File: src/design/bfsa_pkg.sv
// ----------------------------------------------------------------------------
// bfsa_pkg: shared types for the bitmap free-slot allocator
// Request and result payloads and the operation codes.
// ----------------------------------------------------------------------------
package bfsa_pkg;

    localparam int SLOT_W  = 12;
    localparam int TOTAL_W = 13;

    localparam logic [1:0] OP_FIND    = 2'd0;
    localparam logic [1:0] OP_OCCUPY  = 2'd1;
    localparam logic [1:0] OP_RELEASE = 2'd2;

    typedef struct packed {
        logic [1:0]        op;
        logic [SLOT_W-1:0] slot_index;
    } in_t;

    typedef struct packed {
        logic [SLOT_W-1:0]  free_slot;
        logic               found;
        logic [TOTAL_W-1:0] free_total;
    } out_t;

endpackage

File: src/design/bitmap_free_slot_allocator.sv
// ----------------------------------------------------------------------------
// bitmap_free_slot_allocator: find, occupy and release slots in a bitmap
// One bitmap word is read from the internal memory per cycle and checked by a
// single shared word unit (range compare, lowest-zero search, bit update).
// ----------------------------------------------------------------------------
// A request is taken only in the idle state. It goes to the scan state,
// which reads words from word 0 on until one hits (a find on a full map or
// an out-of-range slot reads every word), or straight to the done state for
// an unused op code. No new request is taken until the done state has put
// the result in the output register; a held result stalls it. After reset a
// clearing pass zeroes the bitmap; in_ready stays low until it ends.
// ----------------------------------------------------------------------------
module bitmap_free_slot_allocator #(
    parameter int MAP_WORDS = 128,
    parameter int WORD_BITS = 32
) (
    input  logic           clk,
    input  logic           rst_n,
    input  logic           in_valid,
    output logic           in_ready,
    input  bfsa_pkg::in_t  in_data,
    output logic           out_valid,
    input  logic           out_ready,
    output bfsa_pkg::out_t out_data
);
    import bfsa_pkg::*;

    localparam int TOTAL = MAP_WORDS * WORD_BITS;
    localparam int TOT_W = $clog2(TOTAL + 1);
    localparam int CW    = (TOT_W > TOTAL_W) ? TOT_W : TOTAL_W;
    localparam int IDX_W = (MAP_WORDS > 1) ? $clog2(MAP_WORDS) : 1;
    localparam int CNT_W = $clog2(MAP_WORDS + 1);
    localparam int BIT_W = $clog2(WORD_BITS);

    localparam logic [2:0] S_CLEAR = 3'd0;
    localparam logic [2:0] S_IDLE  = 3'd1;
    localparam logic [2:0] S_SCAN  = 3'd2;
    localparam logic [2:0] S_DONE  = 3'd3;

    logic [2:0]           state_reg, state_next;
    logic [CNT_W-1:0]     issue_cnt_reg, issue_cnt_next;
    logic [TOT_W-1:0]     issue_base_reg, issue_base_next;
    logic                 rd_vld_reg, rd_vld_next;
    logic [IDX_W-1:0]     rd_idx_reg, rd_idx_next;
    logic [TOT_W-1:0]     rd_base_reg, rd_base_next;
    logic [TOT_W-1:0]     free_cnt_reg, free_cnt_next;
    in_t                  req_reg, req_next;
    logic [SLOT_W-1:0]    res_slot_reg, res_slot_next;
    logic                 res_found_reg, res_found_next;
    logic                 out_valid_reg, out_valid_next;
    out_t                 out_data_reg, out_data_next;

    logic [WORD_BITS-1:0] mem [MAP_WORDS];
    logic [WORD_BITS-1:0] mem_rdata_reg;
    logic                 mem_re, mem_we;
    logic [IDX_W-1:0]     mem_raddr, mem_waddr;
    logic [WORD_BITS-1:0] mem_wdata;

    // shared word unit
    logic [WORD_BITS-1:0] inv_word, low_zero;
    logic [BIT_W-1:0]     zero_pos;
    logic [CW-1:0]        base_ext, slot_ext, hit_slot;
    logic                 in_word, word_free, hit;
    logic [BIT_W-1:0]     bit_pos;
    logic [WORD_BITS-1:0] bit_mask;
    logic                 bit_used;

    always_ff @(posedge clk)
    begin
        if (mem_we)
        begin
            mem[mem_waddr] <= mem_wdata;
        end
        if (mem_re)
        begin
            mem_rdata_reg <= mem[mem_raddr];
        end
    end

    always_comb
    begin
        inv_word  = ~mem_rdata_reg;
        low_zero  = inv_word & (~inv_word + WORD_BITS'(1));
        zero_pos  = '0;
        for (int i = 0; i < WORD_BITS; i++)
        begin
            if (low_zero[i])
            begin
                zero_pos = zero_pos | BIT_W'(i);
            end
        end
        word_free = (mem_rdata_reg != {WORD_BITS{1'b1}});
        base_ext  = CW'(rd_base_reg);
        slot_ext  = CW'(req_reg.slot_index);
        in_word   = (slot_ext >= base_ext) && (slot_ext < base_ext + CW'(WORD_BITS));
        bit_pos   = BIT_W'(slot_ext - base_ext);
        bit_mask  = WORD_BITS'(1) << bit_pos;
        bit_used  = |(mem_rdata_reg & bit_mask);
        hit_slot  = base_ext + CW'(zero_pos);
        hit       = rd_vld_reg && ((req_reg.op == OP_FIND) ? word_free : in_word);
    end

    always_comb
    begin
        state_next      = state_reg;
        issue_cnt_next  = issue_cnt_reg;
        issue_base_next = issue_base_reg;
        rd_vld_next     = 1'b0;
        rd_idx_next     = rd_idx_reg;
        rd_base_next    = rd_base_reg;
        free_cnt_next   = free_cnt_reg;
        req_next        = req_reg;
        res_slot_next   = res_slot_reg;
        res_found_next  = res_found_reg;
        out_valid_next  = out_valid_reg;
        out_data_next   = out_data_reg;
        mem_re          = 1'b0;
        mem_raddr       = issue_cnt_reg[IDX_W-1:0];
        mem_we          = 1'b0;
        mem_waddr       = rd_idx_reg;
        mem_wdata       = mem_rdata_reg;
        in_ready        = (state_reg == S_IDLE);

        if (out_valid_reg && out_ready)
        begin
            out_valid_next = 1'b0;
        end

        unique case (state_reg)
            S_CLEAR:
            begin
                mem_we         = 1'b1;
                mem_waddr      = issue_cnt_reg[IDX_W-1:0];
                mem_wdata      = '0;
                issue_cnt_next = issue_cnt_reg + CNT_W'(1);
                if (issue_cnt_reg == CNT_W'(MAP_WORDS - 1))
                begin
                    state_next = S_IDLE;
                end
            end
            S_IDLE:
            begin
                if (in_valid)
                begin
                    req_next        = in_data;
                    res_slot_next   = '0;
                    res_found_next  = 1'b0;
                    issue_cnt_next  = '0;
                    issue_base_next = '0;
                    if (in_data.op == OP_FIND || in_data.op == OP_OCCUPY ||
                        in_data.op == OP_RELEASE)
                    begin
                        state_next = S_SCAN;
                    end
                    else
                    begin
                        state_next = S_DONE;
                    end
                end
            end
            S_SCAN:
            begin
                if (hit)
                begin
                    state_next = S_DONE;
                    if (req_reg.op == OP_FIND)
                    begin
                        res_slot_next  = hit_slot[SLOT_W-1:0];
                        res_found_next = 1'b1;
                    end
                    else if (req_reg.op == OP_OCCUPY)
                    begin
                        if (!bit_used)
                        begin
                            mem_we    = 1'b1;
                            mem_wdata = mem_rdata_reg | bit_mask;
                            if (free_cnt_reg != '0)
                            begin
                                free_cnt_next = free_cnt_reg - TOT_W'(1);
                            end
                        end
                    end
                    else
                    begin
                        if (bit_used)
                        begin
                            mem_we    = 1'b1;
                            mem_wdata = mem_rdata_reg & ~bit_mask;
                            if (free_cnt_reg < TOT_W'(TOTAL))
                            begin
                                free_cnt_next = free_cnt_reg + TOT_W'(1);
                            end
                        end
                    end
                end
                else if (issue_cnt_reg != CNT_W'(MAP_WORDS))
                begin
                    // advance the read one word ahead of the check
                    mem_re          = 1'b1;
                    rd_vld_next     = 1'b1;
                    rd_idx_next     = issue_cnt_reg[IDX_W-1:0];
                    rd_base_next    = issue_base_reg;
                    issue_cnt_next  = issue_cnt_reg + CNT_W'(1);
                    issue_base_next = issue_base_reg + TOT_W'(WORD_BITS);
                end
                else if (!rd_vld_reg)
                begin
                    state_next = S_DONE;
                end
            end
            S_DONE:
            begin
                // hold the result until the output register is free
                if (!out_valid_reg || out_ready)
                begin
                    out_valid_next           = 1'b1;
                    out_data_next.free_slot  = res_slot_reg;
                    out_data_next.found      = res_found_reg;
                    out_data_next.free_total = TOTAL_W'(CW'(free_cnt_reg));
                    state_next               = S_IDLE;
                end
            end
            default:
            begin
                state_next = S_IDLE;
            end
        endcase
    end

    always_ff @(posedge clk or negedge rst_n)
    begin
        if (!rst_n)
        begin
            state_reg      <= S_CLEAR;
            issue_cnt_reg  <= '0;
            rd_vld_reg     <= 1'b0;
            free_cnt_reg   <= TOT_W'(TOTAL);
            out_valid_reg  <= 1'b0;
        end
        else
        begin
            state_reg      <= state_next;
            issue_cnt_reg  <= issue_cnt_next;
            rd_vld_reg     <= rd_vld_next;
            free_cnt_reg   <= free_cnt_next;
            out_valid_reg  <= out_valid_next;
        end
    end

    always_ff @(posedge clk)
    begin
        issue_base_reg <= issue_base_next;
        rd_idx_reg     <= rd_idx_next;
        rd_base_reg    <= rd_base_next;
        req_reg        <= req_next;
        res_slot_reg   <= res_slot_next;
        res_found_reg  <= res_found_next;
        out_data_reg   <= out_data_next;
    end

    assign out_valid = out_valid_reg;
    assign out_data  = out_data_reg;

    a_cnt_range: assert property (@(posedge clk) disable iff (!rst_n)
        free_cnt_reg <= TOT_W'(TOTAL))
        else $error("free count above slot total");

    a_rd_in_scan: assert property (@(posedge clk) disable iff (!rst_n)
        rd_vld_reg |-> (state_reg == S_SCAN))
        else $error("pending word read outside a scan");

    a_found_cnt: assert property (@(posedge clk) disable iff (!rst_n)
        (out_valid_reg && out_data_reg.found) |-> (out_data_reg.free_total != '0))
        else $error("free slot reported while free count is zero");

    a_no_xfer_clear: assert property (@(posedge clk) disable iff (!rst_n)
        (state_reg == S_CLEAR) |-> !in_ready)
        else $error("request transfer during clearing pass");

endmodule

File: config.mk
export PLATFORM = sky130hd
export DESIGN_NAME = bitmap_free_slot_allocator
export DESIGN_NICKNAME = d
export VERILOG_FILES = /design/src/design/bfsa_pkg.sv /design/src/design/bitmap_free_slot_allocator.sv
export SDC_FILE = /design/constraint.sdc
export NUM_CORES = 2
export LEC_CHECK = 0
export ABC_AREA = 0
export BUFFER_PORTS_ARGS = -buffer_cell sky130_fd_sc_hd__buf_2
export CAP_MARGIN = 20
export CORE_MARGIN = 2
export CORE_UTILIZATION = 50
export DETAILED_ROUTE_END_ITERATION = 12
export GPL_TIMING_DRIVEN = 0
export PLACE_DENSITY = 0.72
export SLEW_MARGIN = 20
export SYNTH_ARGS = -nofsm -noshare
export SYNTH_HDL_FRONTEND = slang
export SYNTH_SLANG_ARGS = --single-unit
File: constraint.sdc
create_clock -name clk -period 9.69 [get_ports clk]
set_input_delay 0.969 -clock clk [delete_from_list [all_inputs] [get_ports clk]]
set_output_delay 0.969 -clock clk [all_outputs]
set_load 0.005 [all_outputs]
* Yosys cells after proc, flatten, opt, wreduce, memory -nomap -nowiden
Memory sizes are Yosys's and may differ from the RTL's. A register that Yosys moved wholly into a read port is not among the register bits.
Index checks and enable logic that the tools add are counted.
W data, S select, Z words.
** Word-level totals
- Input bits :: 18
- Output and inout bits :: 28
- Memories kept :: 1
- Register bits after elaboration :: 112
- Bits in writable memories :: 4096
- Word-level logic and storage cells :: 261
** Memories
- mem :: words 128, width 32, rd ports 1, clocked after memory_dff 1, write ports 1, line bitmap_free_slot_allocator.sv:53 : logic [WORD_BITS-1:0] mem [MAP_WORDS];
** Cells by class
- Equal/unequal tests :: 23
- Reduce and logical (&&, ||, !) cells :: 22
- Multiplexer cells :: 181
- Bitwise logic cells :: 7
- Add/subtract/negate cells :: 8
- Shifts and indexed selects :: 1
- $lt $le $gt $ge :: 3
** Operators by type and width (number)
- $mux W32 :: 19
- $mux W13 :: 43
- $and A32 B32 Y32 :: 3
- $not A32 Y32 :: 3
- $mux W12 :: 7
- $mux W5 :: 16
- $pmux W32 S2 :: 1
- $mux W3 :: 21
- $mux W8 :: 7
- $mux W26 :: 2
- $mux W7 :: 6
- $mux W1 :: 41
- $add A32 B1 Y32 const B :: 1
- $mux W4 :: 8
- $ne A32 B32 Y1 const B :: 1
- $or A32 B32 Y32 :: 1
- $reduce_or A32 Y1 :: 1
- $shl A1 B5 Y32 const A :: 1
- $mux W14 :: 2
- $add A13 B6 Y13 const B :: 2
- $pmux W13 S2 :: 1
- $pmux W12 S2 :: 1
- $pmux W8 S3 :: 1
- $ne A3 B3 Y1 const B :: 6
- 31 further kinds :: 50

* Logic depth before layout (Yosys ltp)
- Depth in word-level cells :: 42
- Mapped depth :: 16
- Mapped depth without buffers :: 12

* Worst setup path before layout
Ideal clock, no wire load.
- Path kind :: register -> register
- From :: reg rd_base_reg[7] (netlist: base_ext[7])
- To :: mem mem[0][3], data pin
- Stages on the path, launching flop included :: 14
- Buffers on the path :: 1
- Setup slack :: 0.132 ns
- Arrival :: 8.237 ns
- Library setup time :: 1.321 ns
- Required time :: 8.369 ns
- Period minus slack after synthesis :: 9.558 ns
- Cells stage by stage :: edfxtp_1 inv_1 nor3_1 nand3_1 xnor2_1 ha_1 a21o_1 a221oi_1 o21ai_0 a211o_1 nor4_2 clkbuf_1 a31oi_1 a311oi_1
** Between the ends
- Word-level cells in the longest chain between the ends :: 8
- Elaborated cells on any way between the ends :: 9
- Those cells by class :: add/sub: 1; order compare: 2; mux: 4; reduce/logical: 2
** Ends and longest elaborated chain
- start: declaration :: line bitmap_free_slot_allocator.sv:45 : logic [TOT_W-1:0] rd_base_reg, rd_base_next;
- start signal: assignment :: line bitmap_free_slot_allocator.sv:254 : rd_base_reg <= rd_base_next;
- $add A13 B6 Y13 :: line bitmap_free_slot_allocator.sv:95 : in_word = (slot_ext >= base_ext) && (slot_ext < base_ext + CW'(WORD_BITS));
- $lt A12 B13 Y1 :: line bitmap_free_slot_allocator.sv:95
- $logic_and A1 B1 Y1 (*) :: line bitmap_free_slot_allocator.sv:95
- $mux W1 (*) :: line bitmap_free_slot_allocator.sv:100 : hit = rd_vld_reg && ((req_reg.op == OP_FIND) ? word_free : in_word);
- $logic_and A1 B1 Y1 (*) :: line bitmap_free_slot_allocator.sv:100
- $mux W32 (*) :: line bitmap_free_slot_allocator.sv:163 : if (hit)
- $mux W32 (*) :: line bitmap_free_slot_allocator.sv:129 : unique case (state_reg)
- $pmux W32 S2 (*) :: line bitmap_free_slot_allocator.sv:129
- named net mem_wdata[3] :: line bitmap_free_slot_allocator.sv:57 : logic [WORD_BITS-1:0] mem_wdata;
- end: declaration :: line bitmap_free_slot_allocator.sv:53
Mark *: on every way through the listed nets, which the timed path passes. The rest lies on a longest branch. The select of a mux whose other input is x is not followed.

* Worst setup path in the final report
- From :: reg req_reg[0] (netlist name)
- To :: mem mem[79][21], enable pin
** Between the ends
- Word-level cells in the longest chain between the ends :: 21
- Elaborated cells on any way between the ends :: 31
- Those cells by class :: add/sub: 1; order compare: 2; shift: 1; mux: 23; bitwise: 1; reduce/logical: 3
** Ends and longest elaborated chain
- start: declaration :: line bitmap_free_slot_allocator.sv:47 : in_t req_reg, req_next;
- start signal: assignment :: line bitmap_free_slot_allocator.sv:255 : req_reg <= req_next;
- $sub A5 B5 Y5 :: line bitmap_free_slot_allocator.sv:96 : bit_pos = BIT_W'(slot_ext - base_ext);
- $shl A1 B5 Y32 :: line bitmap_free_slot_allocator.sv:97 : bit_mask = WORD_BITS'(1) << bit_pos;
- $and A32 B32 Y32 :: line bitmap_free_slot_allocator.sv:98 : bit_used = |(mem_rdata_reg & bit_mask);
- $reduce_or A32 Y1 :: line bitmap_free_slot_allocator.sv:98
- $mux W1 (on tied branches) :: line bitmap_free_slot_allocator.sv:185, bitmap_free_slot_allocator.sv:173
- $mux W1 :: line bitmap_free_slot_allocator.sv:171 : else if (req_reg.op == OP_OCCUPY)
- $mux W1 :: line bitmap_free_slot_allocator.sv:166 : if (req_reg.op == OP_FIND)
- $mux W1 :: line bitmap_free_slot_allocator.sv:163
- [... 5 more ...]
- $mux W1 :: line bitmap_free_slot_allocator.sv:166
- $mux W1 :: line bitmap_free_slot_allocator.sv:163
- $mux W1 :: line bitmap_free_slot_allocator.sv:129
- $mux W1 (*) :: line bitmap_free_slot_allocator.sv:163
- $mux W1 (*) :: line bitmap_free_slot_allocator.sv:129
- $pmux W1 S2 (*) :: line bitmap_free_slot_allocator.sv:129
- $mux W1 (*) :: line bitmap_free_slot_allocator.sv:70 : if (mem_we)
- $mux W1 (not written as such) (*) :: line bitmap_free_slot_allocator.sv:72 : mem[mem_waddr] <= mem_wdata;
Mark *: on every way between the ends. The rest lies on a longest branch, timed or not. The select of a mux whose other input is x is not followed.

==> out/metrics.yaml <==
outcome: "complete, no violations"
die_area_mm2: 0.331
drt_iter0_markers: 12800
synth_top_family_by_area: "multiplexers"
muxShareOfSynthArea: 0.183
wl_met1_mm: 163
drv_slew: 0
start_util: 0.503
dr_wl_met3_mm: 51.3
period_needed_ps: 6800
syn-mean-instance-area_um2: 23.9
grt.total_usage: 0.271
core_area_mm2: 0.325
clk_pin_slew_ps: 70
post-synth-top-count-cell: "edfxtp_1"
largest_register_ffs: 4096
viasPerCell: 6.57
port_buffers: 45
area_growth_pct: 16.5
synth_edf_count: 4204
hold_viol_final: 0
clock_latency_ps: 990
synth_xor_xnor_area_share: 0.00118
seq_area_frac_synth: 0.776
synth.top_cells.by_area: "edfxtp_1 (77%), mux4_2 (18%), mux2i_1 (0.60%)"
gp_congestion: 0.984
drt-total-wl_mm: 449
synth.top_cell.area_share: 0.772
pin_count: 46
critical_path_arrival_ps: 7430
synth_area_mm2: 0.163
antenna_found_initial: 20
p_total_mw: 35.6
drive_gt1_frac: 0.326
cts-root-buf: "clkbuf_16"
drtPass1Iterations: 7
post_drt_wl_per_cell_um: 36.6
die_h_um: 576
drc_errors: 0
setup_violations: 0
hold_buffers: 0
netlist_instances: 6824
ys_warn_count: 0
grt_max_degree: 101
cts_sinks: 4229
synth_fa_ha_area_frac: 0.00296
ant_nets: 0
grt_pass1_wl_mm: 625
cap_violations: 0
cts_buffer_depth: 4
wl_met2_mm: 214
cts_htree_levels: 5
min_path_type: "input port to async pin"
synth_cell_types: 79
ctsResizeCount: 0
post-place-ws_ps: 3370
tns_ps: 0
synth_top_area_cell: "edfxtp_1"
register_area_mm2: 0.127
die_w_um: 576
hpwl_mm: 300
crit_fanout: 19
synthesis.nets: 6880
rows: 209
worst_slack_ps: 2890
fin_nets: 7660
p_per_area_mw_per_mm2: 187
tightest_slew_ps: 1230
vias: 80600
fmax_ghz: 0.147
synth_ff_type: "edfxtp_1"
highest_layer: "met5"
ir_drop_mv: 0.167
clock_skew_ps: 64.9
grt_pass1_vias: 81400
p_leak_nw: 49.5
grt_overflow: 0
fillerInstances: 22000
period_share: 0.702
crit_type: "register to register"
synth_compound_area_frac: 0.0117
crit_path_end_kind: "register"
ys_seq_elements: 4229
synthTopCellsByCount: "edfxtp_1 (4204), mux4_2 (1281), clkbuf_1 (186)"
multi_input_comb_area_mm2: 0.0363
synthArstFlopShare: 0.00591
rsz0062_at_grt: "false"
post_cts_buffers: 0
start_kind: "register"
crit_required_ps: 10320
cts_buffers: 415
relSlewSlack: 0.157
tritoncts: "yes"
yosys.area_share.simple: 0.0142
-- worst max-delay path, stage by stage (launching register included) --
cell,delay [ps]
edfxtp_1,480
clkbuf_1,260
clkbuf_1,330
nand2_1,290
a21oi_1,60
nor4_1,520
o22ai_1,370
a21oi_2,360
buf_2,330
inv_1,80
ha_1,320
nand2_1,140
o41ai_2,470
nand2_1,750
buf_2,640
nor2_4,740
buf_16,260
-- cell families (layout without fill, tap and decap cells) --
group / after synthesis / in the layout
AND/OR/NAND/NOR: 495 / 495
flip-flops: 4229 / 4229
AO/OA/AOI/OAI: 250 / 250
buffers and inverters: 397 / 1512
multiplexers: 1393 / 1393
XOR/XNOR: 22 / 22
other: 0 / 7
adder cells (fa/ha/maj): 38 / 38
-- stage by stage --
stage | hold slack [ps] | instance area (um^2) | std cells | utilization
global route | 78.8 | 190000 | 12300 | 0.586
CTS | 22.3 | 190000 | 12300 | 0.586
finish | 64.8 | 190000 | 12300 | 0.586
detailed placement | 405 | 177000 | 11500 | 0.545
floorplan | 400 | 163000 | 6824 | -
global placement | 410 | 169000 | 11200 | 0.521
-- layout by cell type (no fill, tap or decap), types with 32 or more instances in the layout --
cell type,Yosys,final
buf_2,132,184
buf_12,0,108
buf_16,0,128
clkinv_1,1,91
nor2_1,176,47
ha_1,37,37
clkbuf_1,186,254
nor2_4,0,128
clkinv_2,0,70
bufinv_16,0,33
nand2_1,149,148
mux4_2,1281,1281
o21ai_0,38,32
edfxtp_1,4204,4204
a32o_1,34,32
a221oi_1,35,33
inv_1,36,36
clkbuf_16,0,419
buf_6,0,46
mux2i_1,98,93
-- metal layers --
metal,vias to the layer above,track usage
met5,-,0
met4,4,0.109
met3,894,0.0648
met2,5457,0.429
met1,43100,0.366
li1,31200,-
-- area by class of cell --
type | instances | area share
Antenna cell | 7 | 0.0000920
Buffer | 359 | 0.00827
Clock buffer | 514 | 0.0569
Clock inverter | 238 | 0.0124
Inverter | 38 | 0.000749
Multi-Input combinational cell | 2198 | 0.191
Sequential cell | 4229 | 0.666
Tap cell | 4325 | 0.0284
Timing Repair Buffer | 363 | 0.0363
-- path summary, 6_finish.rpt --
path	start	cells past startpoint	slack [ps]	end
worst max-delay path	req_reg[0]	16	2890	mem[79][21]
worst min-delay path	rst_n	1	60	free_cnt_reg[9]
worst max register to register	req_reg[0]	16	2890	mem[79][21]
worst min register to register	res_slot_reg[6]	0	420	out_data[20]
max in group asynchronous	rst_n	1	9070	issue_cnt_reg[0]
min in group clk	in_data[9]	1	180	req_reg[9]
-- report_power, final --
part | switching [mW] | total, mW | internal [mW]
logic | 0.00825 | 0.0108 | 0.00257
registers | 0.0000000000000000865 | 19.8 | 19.8
clock network | 6.92 | 15.8 | 8.85
total | 6.93 | 35.6 | 28.7
No activity file was read; power rests on OpenSTA's default activity.
